`config.mk`:
```
export PLATFORM = sky130hd
export DESIGN_NAME = pwm_period_prescale_calc_unit
export DESIGN_NICKNAME = d
export VERILOG_FILES = /design/src/rtl/ppsc_pkg.sv /design/src/rtl/pwm_period_prescale_calc_unit.sv
export VERILOG_INCLUDE_DIRS = /design/src /design/src/rtl
export SDC_FILE = /design/constraint.sdc
export NUM_CORES = 1
export LEC_CHECK = 0
export ABC_AREA = 1
export BUFFER_PORTS_ARGS = -buffer_cell sky130_fd_sc_hd__buf_2
export CELL_PAD_IN_SITES_DETAIL_PLACEMENT = 0
export CELL_PAD_IN_SITES_GLOBAL_PLACEMENT = 1
export CORE_MARGIN = 1
export CORE_UTILIZATION = 47
export CTS_BUF_LIST = sky130_fd_sc_hd__clkbuf_8
export DETAILED_ROUTE_END_ITERATION = 12
export GPL_TIMING_DRIVEN = 0
export PLACE_DENSITY_LB_ADDON = 0.1
export SYNTH_ARGS = -nofsm -noshare
export SYNTH_HDL_FRONTEND = slang
export SYNTH_SLANG_ARGS = --single-unit
```
`constraint.sdc`:
```
create_clock -name clk -period 7.7 [get_ports clk]
set_clock_uncertainty 0.2 [all_clocks]
set_input_delay 0.77 -clock clk [delete_from_list [all_inputs] [get_ports clk]]
set_output_delay 0.77 -clock clk [all_outputs]
set_load 0.005 [all_outputs]
```
`src/rtl/assert_macros.svh`:
```
// Assertion macros for the RTL files.
`ifndef ASSERT_MACROS_SVH
`define ASSERT_MACROS_SVH

// Check a property on every clock edge outside reset.
`define ASSERT_CLK(lbl, clk, rstn, prop, msg) \
  lbl: assert property (@(posedge clk) disable iff (!rstn) (prop)) else $error(msg);

// Check a property on every clock edge, reset included.
`define ASSERT_CLK_ALWAYS(lbl, clk, prop, msg) \
  lbl: assert property (@(posedge clk) (prop)) else $error(msg);

`endif

```
`src/rtl/ppsc_pkg.sv`:
```
// ----------------------------------------------------------------------------
// ppsc_pkg: shared constants of the period and prescaler calculator
// Counter width, prescaler limit, channel width and divider sizing.
// ----------------------------------------------------------------------------
package ppsc_pkg;

  localparam int CNT_W        = 16;  // timer counter width
  localparam int PRE_W        = 3;   // prescaler code width
  localparam int CHAN_W       = 3;   // channel number width
  localparam int DIV_W        = 32;  // divider operand width
  localparam int DIV_CW       = $clog2(DIV_W);

  localparam logic [PRE_W-1:0] MAX_PRESCALE = 3'b111;
  localparam logic [CNT_W-1:0] CNT_MAX      = 16'hFFFF;

endpackage

```
`src/rtl/pwm_period_prescale_calc_unit.sv`:
```
// ----------------------------------------------------------------------------
// pwm_period_prescale_calc_unit: timer period and prescaler calculator
// Write the timer input clock in hertz through cfg_we/cfg_wdata while idle.
// Pulse start with busy low to launch a transaction carrying target frequency,
// old period, channel match and channel number. busy stays high until the
// result has been shown. One result follows each transaction: out_valid is
// high for exactly one cycle with all out_ fields; the receiver cannot stall,
// so take it in that cycle. A transaction runs 32 steps of the shared radix-2
// divider for clock/freq, one decrement, the prescaler shifter, one multiply
// and 32 divider steps for the match rescale. A divide error skips the
// rescale. out_valid holds for one cycle, the block drops back to idle at the
// edge that ends it, and only then accepts the next transaction, so a new
// transaction cannot start before the last result has been shown. Reset
// (rst_n low, synchronous) clears the clock register to zero and drops any
// transaction in progress.
// ----------------------------------------------------------------------------
`include "assert_macros.svh"

module pwm_period_prescale_calc_unit (
  input  logic                          clk,
  input  logic                          rst_n,
  // configuration
  input  logic                          cfg_we,
  input  logic [31:0]                   cfg_wdata,
  // input channel
  input  logic                          start,
  output logic                          busy,
  input  logic [31:0]                   in_target_freq,
  input  logic [ppsc_pkg::CNT_W-1:0]    in_old_period,
  input  logic [ppsc_pkg::CNT_W-1:0]    in_channel_match,
  input  logic [ppsc_pkg::CHAN_W-1:0]   in_channel_number,
  // result channel
  output logic                          out_valid,
  output logic [ppsc_pkg::CNT_W-1:0]    out_new_period,
  output logic [ppsc_pkg::PRE_W-1:0]    out_prescale_shift,
  output logic [ppsc_pkg::CNT_W-1:0]    out_new_match,
  output logic [ppsc_pkg::CHAN_W-1:0]   out_channel,
  output logic                          out_period_saturated,
  output logic                          out_match_clamped,
  output logic                          out_divide_error
);
  import ppsc_pkg::*;

  // Sequencer codes
  localparam logic [2:0] ST_IDLE  = 3'd0;
  localparam logic [2:0] ST_DIV1  = 3'd1;  // clock_hz / target_freq
  localparam logic [2:0] ST_DEC   = 3'd2;  // quotient minus one
  localparam logic [2:0] ST_SHIFT = 3'd3;  // halve period, raise prescaler
  localparam logic [2:0] ST_MUL   = 3'd4;  // match * period
  localparam logic [2:0] ST_DIV2  = 3'd5;  // product / old_period
  localparam logic [2:0] ST_DONE  = 3'd6;

  localparam logic [DIV_CW-1:0] LAST_STEP = DIV_CW'(DIV_W - 1);

  logic [2:0]        state_r, state_nxt;
  logic [31:0]       clock_hz_r;

  // captured transaction
  logic [CNT_W-1:0]  oldp_r, oldp_nxt;
  logic [CNT_W-1:0]  match_r, match_nxt;
  logic [CHAN_W-1:0] chan_r, chan_nxt;
  logic              derr_r, derr_nxt;

  // shared divider
  logic [DIV_W-1:0]  rem_r, rem_nxt;
  logic [DIV_W-1:0]  quo_r, quo_nxt;
  logic [DIV_W-1:0]  dvs_r, dvs_nxt;
  logic [DIV_CW-1:0] cnt_r, cnt_nxt;

  // period and prescaler
  logic [31:0]       per_r, per_nxt;
  logic [PRE_W-1:0]  pre_r, pre_nxt;
  logic              sat_r, sat_nxt;

  logic [DIV_W:0]    step_sh;
  logic [DIV_W:0]    step_diff;
  logic [DIV_W-1:0]  step_rem;
  logic [DIV_W-1:0]  step_quo;
  logic [31:0]       prod;
  logic              match_over;

  // One restoring division step: shift in the next dividend bit, try subtract.
  always_comb begin
    step_sh   = {rem_r, quo_r[DIV_W-1]};
    step_diff = step_sh - {1'b0, dvs_r};
    if (!step_diff[DIV_W]) begin
      step_rem = step_diff[DIV_W-1:0];
      step_quo = {quo_r[DIV_W-2:0], 1'b1};
    end else begin
      step_rem = step_sh[DIV_W-1:0];
      step_quo = {quo_r[DIV_W-2:0], 1'b0};
    end
  end

  assign prod = {16'b0, match_r} * {16'b0, per_r[CNT_W-1:0]};

  always_comb begin
    state_nxt = state_r;
    oldp_nxt  = oldp_r;
    match_nxt = match_r;
    chan_nxt  = chan_r;
    derr_nxt  = derr_r;
    rem_nxt   = rem_r;
    quo_nxt   = quo_r;
    dvs_nxt   = dvs_r;
    cnt_nxt   = cnt_r;
    per_nxt   = per_r;
    pre_nxt   = pre_r;
    sat_nxt   = sat_r;
    case (state_r)
      ST_IDLE: begin
        if (start) begin
          // A zero divisor yields an all-ones quotient from the divider itself.
          oldp_nxt  = in_old_period;
          match_nxt = in_channel_match;
          chan_nxt  = in_channel_number;
          derr_nxt  = (in_target_freq == 32'd0) || (in_old_period == '0);
          rem_nxt   = '0;
          quo_nxt   = clock_hz_r;
          dvs_nxt   = in_target_freq;
          cnt_nxt   = '0;
          pre_nxt   = '0;
          sat_nxt   = 1'b0;
          state_nxt = ST_DIV1;
        end
      end
      ST_DIV1: begin
        rem_nxt = step_rem;
        quo_nxt = step_quo;
        cnt_nxt = cnt_r + 1'b1;
        if (cnt_r == LAST_STEP) begin
          state_nxt = ST_DEC;
        end
      end
      ST_DEC: begin
        // wraps to all ones when the quotient is zero
        per_nxt   = quo_r - 32'd1;
        state_nxt = ST_SHIFT;
      end
      ST_SHIFT: begin
        if (per_r[31:CNT_W] != '0) begin
          if (pre_r == MAX_PRESCALE) begin
            per_nxt   = {{(32-CNT_W){1'b0}}, CNT_MAX};
            sat_nxt   = 1'b1;
            state_nxt = ST_MUL;
          end else begin
            per_nxt = {1'b0, per_r[31:1]};
            pre_nxt = pre_r + 1'b1;
          end
        end else begin
          state_nxt = ST_MUL;
        end
      end
      ST_MUL: begin
        if (derr_r) begin
          state_nxt = ST_DONE;
        end else begin
          rem_nxt   = '0;
          quo_nxt   = prod;
          dvs_nxt   = {{(DIV_W-CNT_W){1'b0}}, oldp_r};
          cnt_nxt   = '0;
          state_nxt = ST_DIV2;
        end
      end
      ST_DIV2: begin
        rem_nxt = step_rem;
        quo_nxt = step_quo;
        cnt_nxt = cnt_r + 1'b1;
        if (cnt_r == LAST_STEP) begin
          state_nxt = ST_DONE;
        end
      end
      ST_DONE: begin
        state_nxt = ST_IDLE;
      end
      default: begin
        state_nxt = ST_IDLE;
      end
    endcase
  end

  always_ff @(posedge clk) begin
    if (!rst_n) begin
      state_r    <= ST_IDLE;
      clock_hz_r <= 32'd0;
    end else begin
      state_r <= state_nxt;
      if (cfg_we) begin
        clock_hz_r <= cfg_wdata;
      end
    end
  end

  // payload registers, no reset
  always_ff @(posedge clk) begin
    oldp_r  <= oldp_nxt;
    match_r <= match_nxt;
    chan_r  <= chan_nxt;
    derr_r  <= derr_nxt;
    rem_r   <= rem_nxt;
    quo_r   <= quo_nxt;
    dvs_r   <= dvs_nxt;
    cnt_r   <= cnt_nxt;
    per_r   <= per_nxt;
    pre_r   <= pre_nxt;
    sat_r   <= sat_nxt;
  end

  // Clamp the rescaled match to the counter range; drop it on a divide error.
  assign match_over = (quo_r[DIV_W-1:CNT_W] != '0);

  assign busy                 = (state_r != ST_IDLE);
  assign out_valid            = (state_r == ST_DONE);
  assign out_new_period       = per_r[CNT_W-1:0];
  assign out_prescale_shift   = pre_r;
  assign out_new_match        = derr_r ? '0 : (match_over ? CNT_MAX : quo_r[CNT_W-1:0]);
  assign out_channel          = chan_r;
  assign out_period_saturated = sat_r;
  assign out_match_clamped    = !derr_r && match_over;
  assign out_divide_error     = derr_r;

  // Assertions
  `ASSERT_CLK(a_strobe_single, clk, rst_n, out_valid |=> !out_valid,
              "out_valid held over one cycle")
  `ASSERT_CLK(a_start_busy, clk, rst_n, (start && !busy) |=> busy,
              "accepted transaction not marked busy")
  `ASSERT_CLK(a_sat_max, clk, rst_n,
              (out_valid && out_period_saturated) |->
                ((out_new_period == CNT_MAX) && (out_prescale_shift == MAX_PRESCALE)),
              "saturated period not at maximum")
  `ASSERT_CLK(a_derr_match, clk, rst_n,
              (out_valid && out_divide_error) |->
                ((out_new_match == '0) && !out_match_clamped),
              "match not cleared on divide error")

endmodule

```
; ---- Word-level counts from Yosys, hierarchy flattened
; Index checks and enable logic that the tools add are counted.
[word_totals]
reg_bits = 208
elab_cells = 89
[classes]
n_addsub = 4
reduce_logical = 21
multipliers = 1
n_eq_ne = 16
mux = 34
[ops]
columns = op, count
row1 = 32-bit 2-to-1 mux, 8
row2 = 32-bit one-hot mux with 3 select lines, 2
row3 = 32-bit one-hot mux with 2 select lines, 2
row4 = 33-bit by 32-bit subtractor with 33-bit output, 1
row5 = 32-bit logical NOT, 1
row6 = 16-bit by 16-bit multiplier with 32-bit output, 1
row7 = 16-bit 2-to-1 mux, 2
row8 = 16-bit nonzero test, 2
row9 = "32-bit by 1-bit subtractor with 32-bit output, second input constant", 1
row10 = 31-bit 2-to-1 mux, 1
row11 = 3-bit 2-to-1 mux, 8
row12 = 3-bit one-hot mux with 6 select lines, 1
row13 = 16-bit logical NOT, 1
row14 = 5-bit one-hot mux with 3 select lines, 1
row15 = "2-bit inequality test, second input constant", 7
row16 = "3-bit equality test, second input constant", 4
row17 = 4-bit AND reduction, 3
row18 = 5-bit 2-to-1 mux, 2
row19 = "3-bit by 2-bit equality test with 1-bit output, second input constant", 2
row20 = 3-bit one-hot mux with 2 select lines, 1
row21 = 3-bit AND reduction, 2
row22 = 2-bit nonzero test, 3
row23 = 3-bit nonzero test, 2
row24 = "5-bit by 1-bit adder with 5-bit output, second input constant", 1
row25 = 13 further kinds, 17

; ---- Depth between registers and ports, before layout
; Gate-level depths: netlist (run 1).
[depth]
ltp_word = 4
depth_mapped = 26

; ---- Worst setup path after synthesis (run 1)
; Ideal clock, no wire load.
[synth_path]
kind = in2reg
from = input port start
to = register cnt_r[0] (enable)
t_arrival_ns = 5.569
required_time_ns = 6.919
path_buffers = 0
slack_ns = 1.350
cell_stages = 2
path_cell_list = nor2_1 > nor3_1
[synth_via]
elab_chain_len = 2
[synth_rtl]
columns = element, line
row1 = start: declaration, pwm_period_prescale_calc_unit.sv:26  ; input logic start,
row2 = 2-bit inequality test (no source line), --
row3 = 3-bit AND reduction (no source line), --
row4 = end signal: assignment, pwm_period_prescale_calc_unit.sv:203  ; cnt_r <= cnt_nxt;
row5 = end: declaration, pwm_period_prescale_calc_unit.sv:68  ; logic [DIV_CW-1:0] cnt_r, cnt_nxt;
; No other way between the ends.
; A chain may end at the register's enable or synchronous reset.

; ---- Worst setup path in the final report (run 1)
[layout_path]
from = register per_r[11]
to = register quo_r[27], data pin
[layout_via]
elab_chain_len = 3
[layout_rtl]
columns = element, line
row1 = start: declaration, pwm_period_prescale_calc_unit.sv:71  ; logic [31:0] per_r, per_nxt;
row2 = start signal: assignment, pwm_period_prescale_calc_unit.sv:204  ; per_r <= per_nxt;
row3 = 16-bit by 16-bit multiplier with 32-bit output, pwm_period_prescale_calc_unit.sv:95  ; assign prod = {16'b0, match_r} * {16'b0, per_r[CNT_W-1:0]};
row4 = 32-bit 2-to-1 mux, pwm_period_prescale_calc_unit.sv:155  ; if (derr_r) begin
row5 = 32-bit one-hot mux with 3 select lines, pwm_period_prescale_calc_unit.sv:110  ; case (state_r)
row6 = via quo_nxt[27], pwm_period_prescale_calc_unit.sv:66  ; logic [DIV_W-1:0] quo_r, quo_nxt;
row7 = end signal: assignment, pwm_period_prescale_calc_unit.sv:201  ; quo_r <= quo_nxt;
row8 = end: declaration, pwm_period_prescale_calc_unit.sv:66
; The timed path passes the listed nets, and every way through them passes these cells. The select of a mux whose other input is x is not followed.

==> results of run 1 <==
[layout by cell type, fill, tap and decap left out, types with 4 or more instances in the layout]
cell type,n
a21oi_1,87
a22oi_1,23
a31oi_1,6
buf_2,151
buf_4,17
buf_6,12
clkbuf_1,92
clkbuf_8,44
clkinv_1,5
clkinv_2,4
clkinvlp_4,4
dfxtp_1,35
edfxtp_1,173
fa_1,195
ha_1,141
inv_1,615
inv_2,4
nand2_1,784
nand2_2,10
nand3_1,81
nand3b_1,12
nand4_1,17
nor2_1,292
nor2_2,12
nor3_1,17
nor3_2,5
nor4_1,15
o211ai_1,4
o21ai_0,106
o21bai_1,5
or2_2,6
xnor2_1,8
xor2_1,29
[cells in the mapped netlist]
cell type / n / area, um^2
nor2_2: 12 / 75.1
o221ai_1: 1 / 8.76
buf_6: 3 / 33.8
inv_1: 602 / 2260
buf_1: 2 / 7.51
inv_2: 4 / 15.0
xnor2_1: 8 / 70.1
a22oi_1: 23 / 173
buf_2: 6 / 30.0
nand3_1: 81 / 405
nand4_1: 17 / 106
o22ai_1: 2 / 12.5
fa_1: 195 / 3900
dfxtp_1: 35 / 701
a21oi_1: 87 / 435
buf_4: 17 / 128
nor2_4: 1 / 11.3
a21o_1: 3 / 22.5
o21a_1: 2 / 15.0
nor3_2: 3 / 30.0
nand2_2: 10 / 62.6
o21ai_0: 106 / 531
nand3b_1: 12 / 90.1
buf_12: 1 / 20.0
or2_0: 1 / 6.26
xor2_1: 29 / 254
clkinv_1: 2 / 7.51
o21bai_1: 5 / 37.5
and2_1: 3 / 18.8
nor3b_1: 1 / 7.51
a31oi_1: 6 / 37.5
clkbuf_1: 92 / 345
nand4_2: 1 / 12.5
a21boi_0: 1 / 7.51
nor4_1: 15 / 93.8
nor3_1: 19 / 95.1
nand2_1: 784 / 2940
o211ai_1: 4 / 30.0
nor2_1: 293 / 1100
ha_1: 141 / 1760
or2_2: 6 / 37.5
edfxtp_1: 173 / 5190
[layer usage]
layer,vias to the layer above,share of wire (%),global-route usage (%)
met1,8587,42,37.1
met5,-,0.068,0
met3,143,7.7,6.24
met2,609,46,45.8
met4,8,4.1,11.4
li1,8946,-,-
[worst reg2reg max path: cells and delay by family (launching register included)]
family	cells	cell delay (ps)
flip-flops	1	380
AND/OR/NAND/NOR	11	1400
adder cells (fa/ha/maj)	7	3500
buffers and inverters	5	1450
[flip-flops by register name, summed over array words and instances, names as in the netlist]
signal                count
clock_hz_r               32
out_channel               3
per_r                    32
match_r                  16
out_period_saturated      1
dvs_r                    32
cnt_r                     5
quo_r                    32
rem_r                    32
out_divide_error          1
oldp_r                   16
state_r                   3
out_prescale_shift        3
[final timing paths]
kind,slack (ps),depth (start not counted),to,start
worst max-delay path,520,23,quo_r[27]$_DFFE_PP_,per_r[11]$_DFFE_PP_
worst min-delay path,130,1,match_r[12]$_DFFE_PP_,in_channel_match[12]
worst max register to register,520,23,quo_r[27]$_DFFE_PP_,per_r[11]$_DFFE_PP_
worst min register to register,300,2,clock_hz_r[28]$_SDFFE_PN0P_,clock_hz_r[28]$_SDFFE_PN0P_
[stage by stage]
stage	area [um^2]	util, %	TNS, ps	instances	hold slack (ps)
2_1_floorplan	21100	-	0	2809	263
3_3_place_gp	22600	51.0	-114920	3546	286
3_5_place_dp	22800	51.4	0	3557	286
4_1_cts	23500	53.1	0	3626	80.7
5_1_grt	23500	53.1	0	3626	102
6_report	23500	53.1	0	3626	127
[area by class of cell]
cell class	instances	share of cell area, %
plain buffers	121	2.40
clock inverters	25	0.596
inverters	608	9.70
repair buffers	156	3.69
clock buffers	44	2.57
multi-input cells	1872	52.8
flip-flops and latches	208	25.1
well taps	592	3.15
[cells by family after synthesis]
kind of cell	Yosys count
flip-flops	208
adder cells (fa/ha/maj)	336
AND/OR/NAND/NOR	1259
XOR/XNOR	37
AO/OA/AOI/OAI	240
buffers and inverters	729
==> results.cfg, run 1 <==
[setup_path]
cp_common_cell = nand2_1
start_kind = flop
cp.arrival_ps = 7310
path_buf_inv = 5
crit_type = flop to flop
path_cells = clkbuf_1 -> clkbuf_1 -> nand2_1 -> fa_1 -> inv_1 -> fa_1 -> fa_1 -> fa_1 -> fa_1 -> inv_1 -> fa_1 -> inv_1 -> ha_1 -> nand2_1 -> nor2_1 -> nor3b_1 -> nand2_1 -> nand2_1 -> nand3_1 -> nand2_1 -> nand2_1 -> nand3_1 -> nand2_1
max_stage_delay_ps = 690
crit_family = adder cells
cp.required_ps = 7830
crit_path_end_kind = flop
worstPathMaxFanout = 10
critical_path.slowest_cell = clkbuf_1

[clocking]
cts_hold_buffers = 0
clkLatencyLatePin_ps = 610
post_cts_buffers = 0
cts_num_sinks = 208
cts_buffers = 39
clkTransAtPathRegs_ps = 60
cts_root_buf = clkbuf_8
cts_resized = 0
h-tree-depth = 2
clock_path_buffers = 3
cts_tree = built

[detailed_routing]
drt_iter0_drc = 1187
viasPerCell = 5.04
first_pass_iters = 6
wl_per_cell_um = 17.8
final_antenna_net_count = 0
drt-total-wl_mm = 64.6
vias = 18293
drc = 0

[timing]
hold_viol = 0
fmax_mhz = 139
setup_ws_ps = 521
maxSlewHeadroom_pct = 39.7
finalMaxSlewViolations = 0
fin_crit_sh_pct = 93.2
rsz0062_at_grt = false
setup_violations = 0
period_minus_slack_ps = 7180
worst_pin_slew_ps = 900

[synth]
synth_fa_ha_area_share_pct = 26.8
synth_xor_area_share_pct = 1.53
synth_compound_area_share_pct = 6.20
synthMuxAreaShare_pct = 0
synth_cells = 2809
yosysSeqAreaShare_pct = 27.9
ys_types = 42
synth_area_um2 = 21100
ys_ff_latch = 208
synth_area_per_cell_um2 = 7.53
syn_nets = 3248
ys_warn_count = 0
synth-simple-area-share_pct = 24.1
synth_top_family_by_area = adder cells

[final_layout]
num_antenna_cells = 0
nets = 3445
n_fill_cell = 4440
multi_input_area_um2 = 12400
drive_gt1_share_pct = 9.13
register_area_um2 = 5900
syn_to_final_growth_pct = 11.3

[placement]
io_buffers = 145
dpl.hpwl_mm = 52.7
pre_cts_slack_ps = 649
gp_congestion = 0.946

[flow_run]
cap_violations = 0

[die]
die_h_um = 214
num_rows = 77
die_area_um2 = 45800
core_area_um2 = 44300
initial_core_util_pct = 47.7
die_w_um = 214
ios = 146

[status]
status = complete, no violations

[global_routing]
antenna_found_initial = 4
grt_pass1_wl_mm = 100
grt_use_total_pct = 28.4
grt_pass1_vias = 18165
grt_max_degree = 27
overflow = 0

[hold_path]
holdCritPathClass = primary input to flop
Power of run 1 is not shown: default switching activity piles up to over one toggle a cycle in this logic, so the estimate is an artifact.
==> run 2, diff against run 1 <==
- CAP_MARGIN: default -> 20
- CORE_UTILIZATION: 47 -> 40
==> run 2 against run 1 <==
Against the previous run:
- first-iteration DRC count grew 4.5%
- utilization shrank 7.2 points
- setup slack got worse by 150 ps
- via count hardly changed
- critical endpoint unchanged
==> results.cfg, run 2 (synthesized netlist as in run 1, its figures left out) <==
[setup_path]
start_kind = flop
crit_family = adder cells
cp.required_ps = 7850
worstPathMaxFanout = 10
cp_common_cell = nand2_1
crit_type = flop to flop
r2r_start = per_r[8]$_DFFE_PP_
max_stage_delay_ps = 650
cp.arrival_ps = 7480
path_buf_inv = 7
r2r_setup_slack_ps = 370
crit_path_end_kind = flop
critical_path.slowest_cell = clkbuf_1
crit_start = per_r[8]$_DFFE_PP_

[timing]
hold_viol = 0
worst_pin_slew_ps = 1020
rsz0062_at_grt = false
fmax_mhz = 136
fin_crit_sh_pct = 95.2
finalMaxSlewViolations = 0
maxSlewHeadroom_pct = 31.8
tns_ps = 0
period_minus_slack_ps = 7330
setup_violations = 0

[clocking]
clkTransAtPathRegs_ps = 70
post_cts_buffers = 0
cts_root_buf = clkbuf_8
cts_resized = 0
cts_tree = built
clkLatencyLatePin_ps = 610
cts_buffers = 40
clock_path_buffers = 3
cts_hold_buffers = 0
cts_num_sinks = 208
h-tree-depth = 2

[hold_path]
hp-start = in_channel_match[3]
holdCritPathClass = primary input to flop

[die]
ios = 146
core_area_um2 = 51700
die_h_um = 232
num_rows = 83
initial_core_util_pct = 40.9
die_area_um2 = 53800
die_w_um = 232

[final_layout]
nets = 3446
num_antenna_cells = 0
drive_gt1_share_pct = 9.32
syn_to_final_growth_pct = 12.2
design_area_um2 = 23700
final_core_utilization_pct = 45.9
final_common_cell = nand2_1
layout_common_cells = 784 x nand2_1, 610 x inv_1, 292 x nor2_1, 195 x fa_1, 173 x edfxtp_1

[placement]
dpl.hpwl_mm = 55.8
dpl_cell_area_um2 = 22900
gp_congestion = 0.943
io_buffers = 145

[detailed_routing]
drt-total-wl_mm = 67.8
drt_iter0_drc = 1240
final_antenna_net_count = 0
vias = 18291
drc = 0
first_pass_iters = 5
viasPerCell = 4.92
wl_per_cell_um = 18.2

[flow_run]
cap_violations = 0

[global_routing]
antenna_found_initial = 1
grt_pass1_wl_mm = 106
overflow = 0
grt_pass1_vias = 18439
grt_max_degree = 25
grt_use_total_pct = 25.9

[status]
status = complete, no violations
[run 2: final timing paths]
check,endpoint,cells after the start
setup / recovery,quo_r[27]$_DFFE_PP_,25
hold / removal,match_r[3]$_DFFE_PP_,1
setup reg to reg,quo_r[27]$_DFFE_PP_,25
hold reg to reg,clock_hz_r[31]$_SDFFE_PN0P_,2
[run 2: cell type report]
class                           count  area (um^2)
Fill cell                        5373        28000
Clock inverter                     28          233
Inverter                          608         2280
Clock buffer                       44          606
Sequential cell                   208         5900
Timing Repair Buffer              156          860
Multi-Input combinational cell   1872        12400
Buffer                            121          564
Tap cell                          680          851
[run 2: stage by stage]
step,hold slack (ps),worst slack [ps],std cells
global route,96.0,47.4,3717
global placement,285,-2000,3634
detailed placement,293,453,3645
CTS,79.9,427,3717
finish,133,369,3717
floorplan,263,1350,2809
[run 2: metal layers]
metal	routed length, um	track usage, %	up-vias
met1	30700	35.4	8739
met4	1740	6.56	0
met2	31800	43.3	515
met5	0	0	-
met3	3610	3.34	86
li1	-	-	8951
[run 2: worst register-to-register path: cells and delay by family (launching register included)]
kind                     cells  cell delay [ps]
adder cells (fa/ha/maj)      7             3370
buffers and inverters        7             1530
flip-flops                   1              370
AND/OR/NAND/NOR             11             1620
Power of run 2 is left out for the same reason.
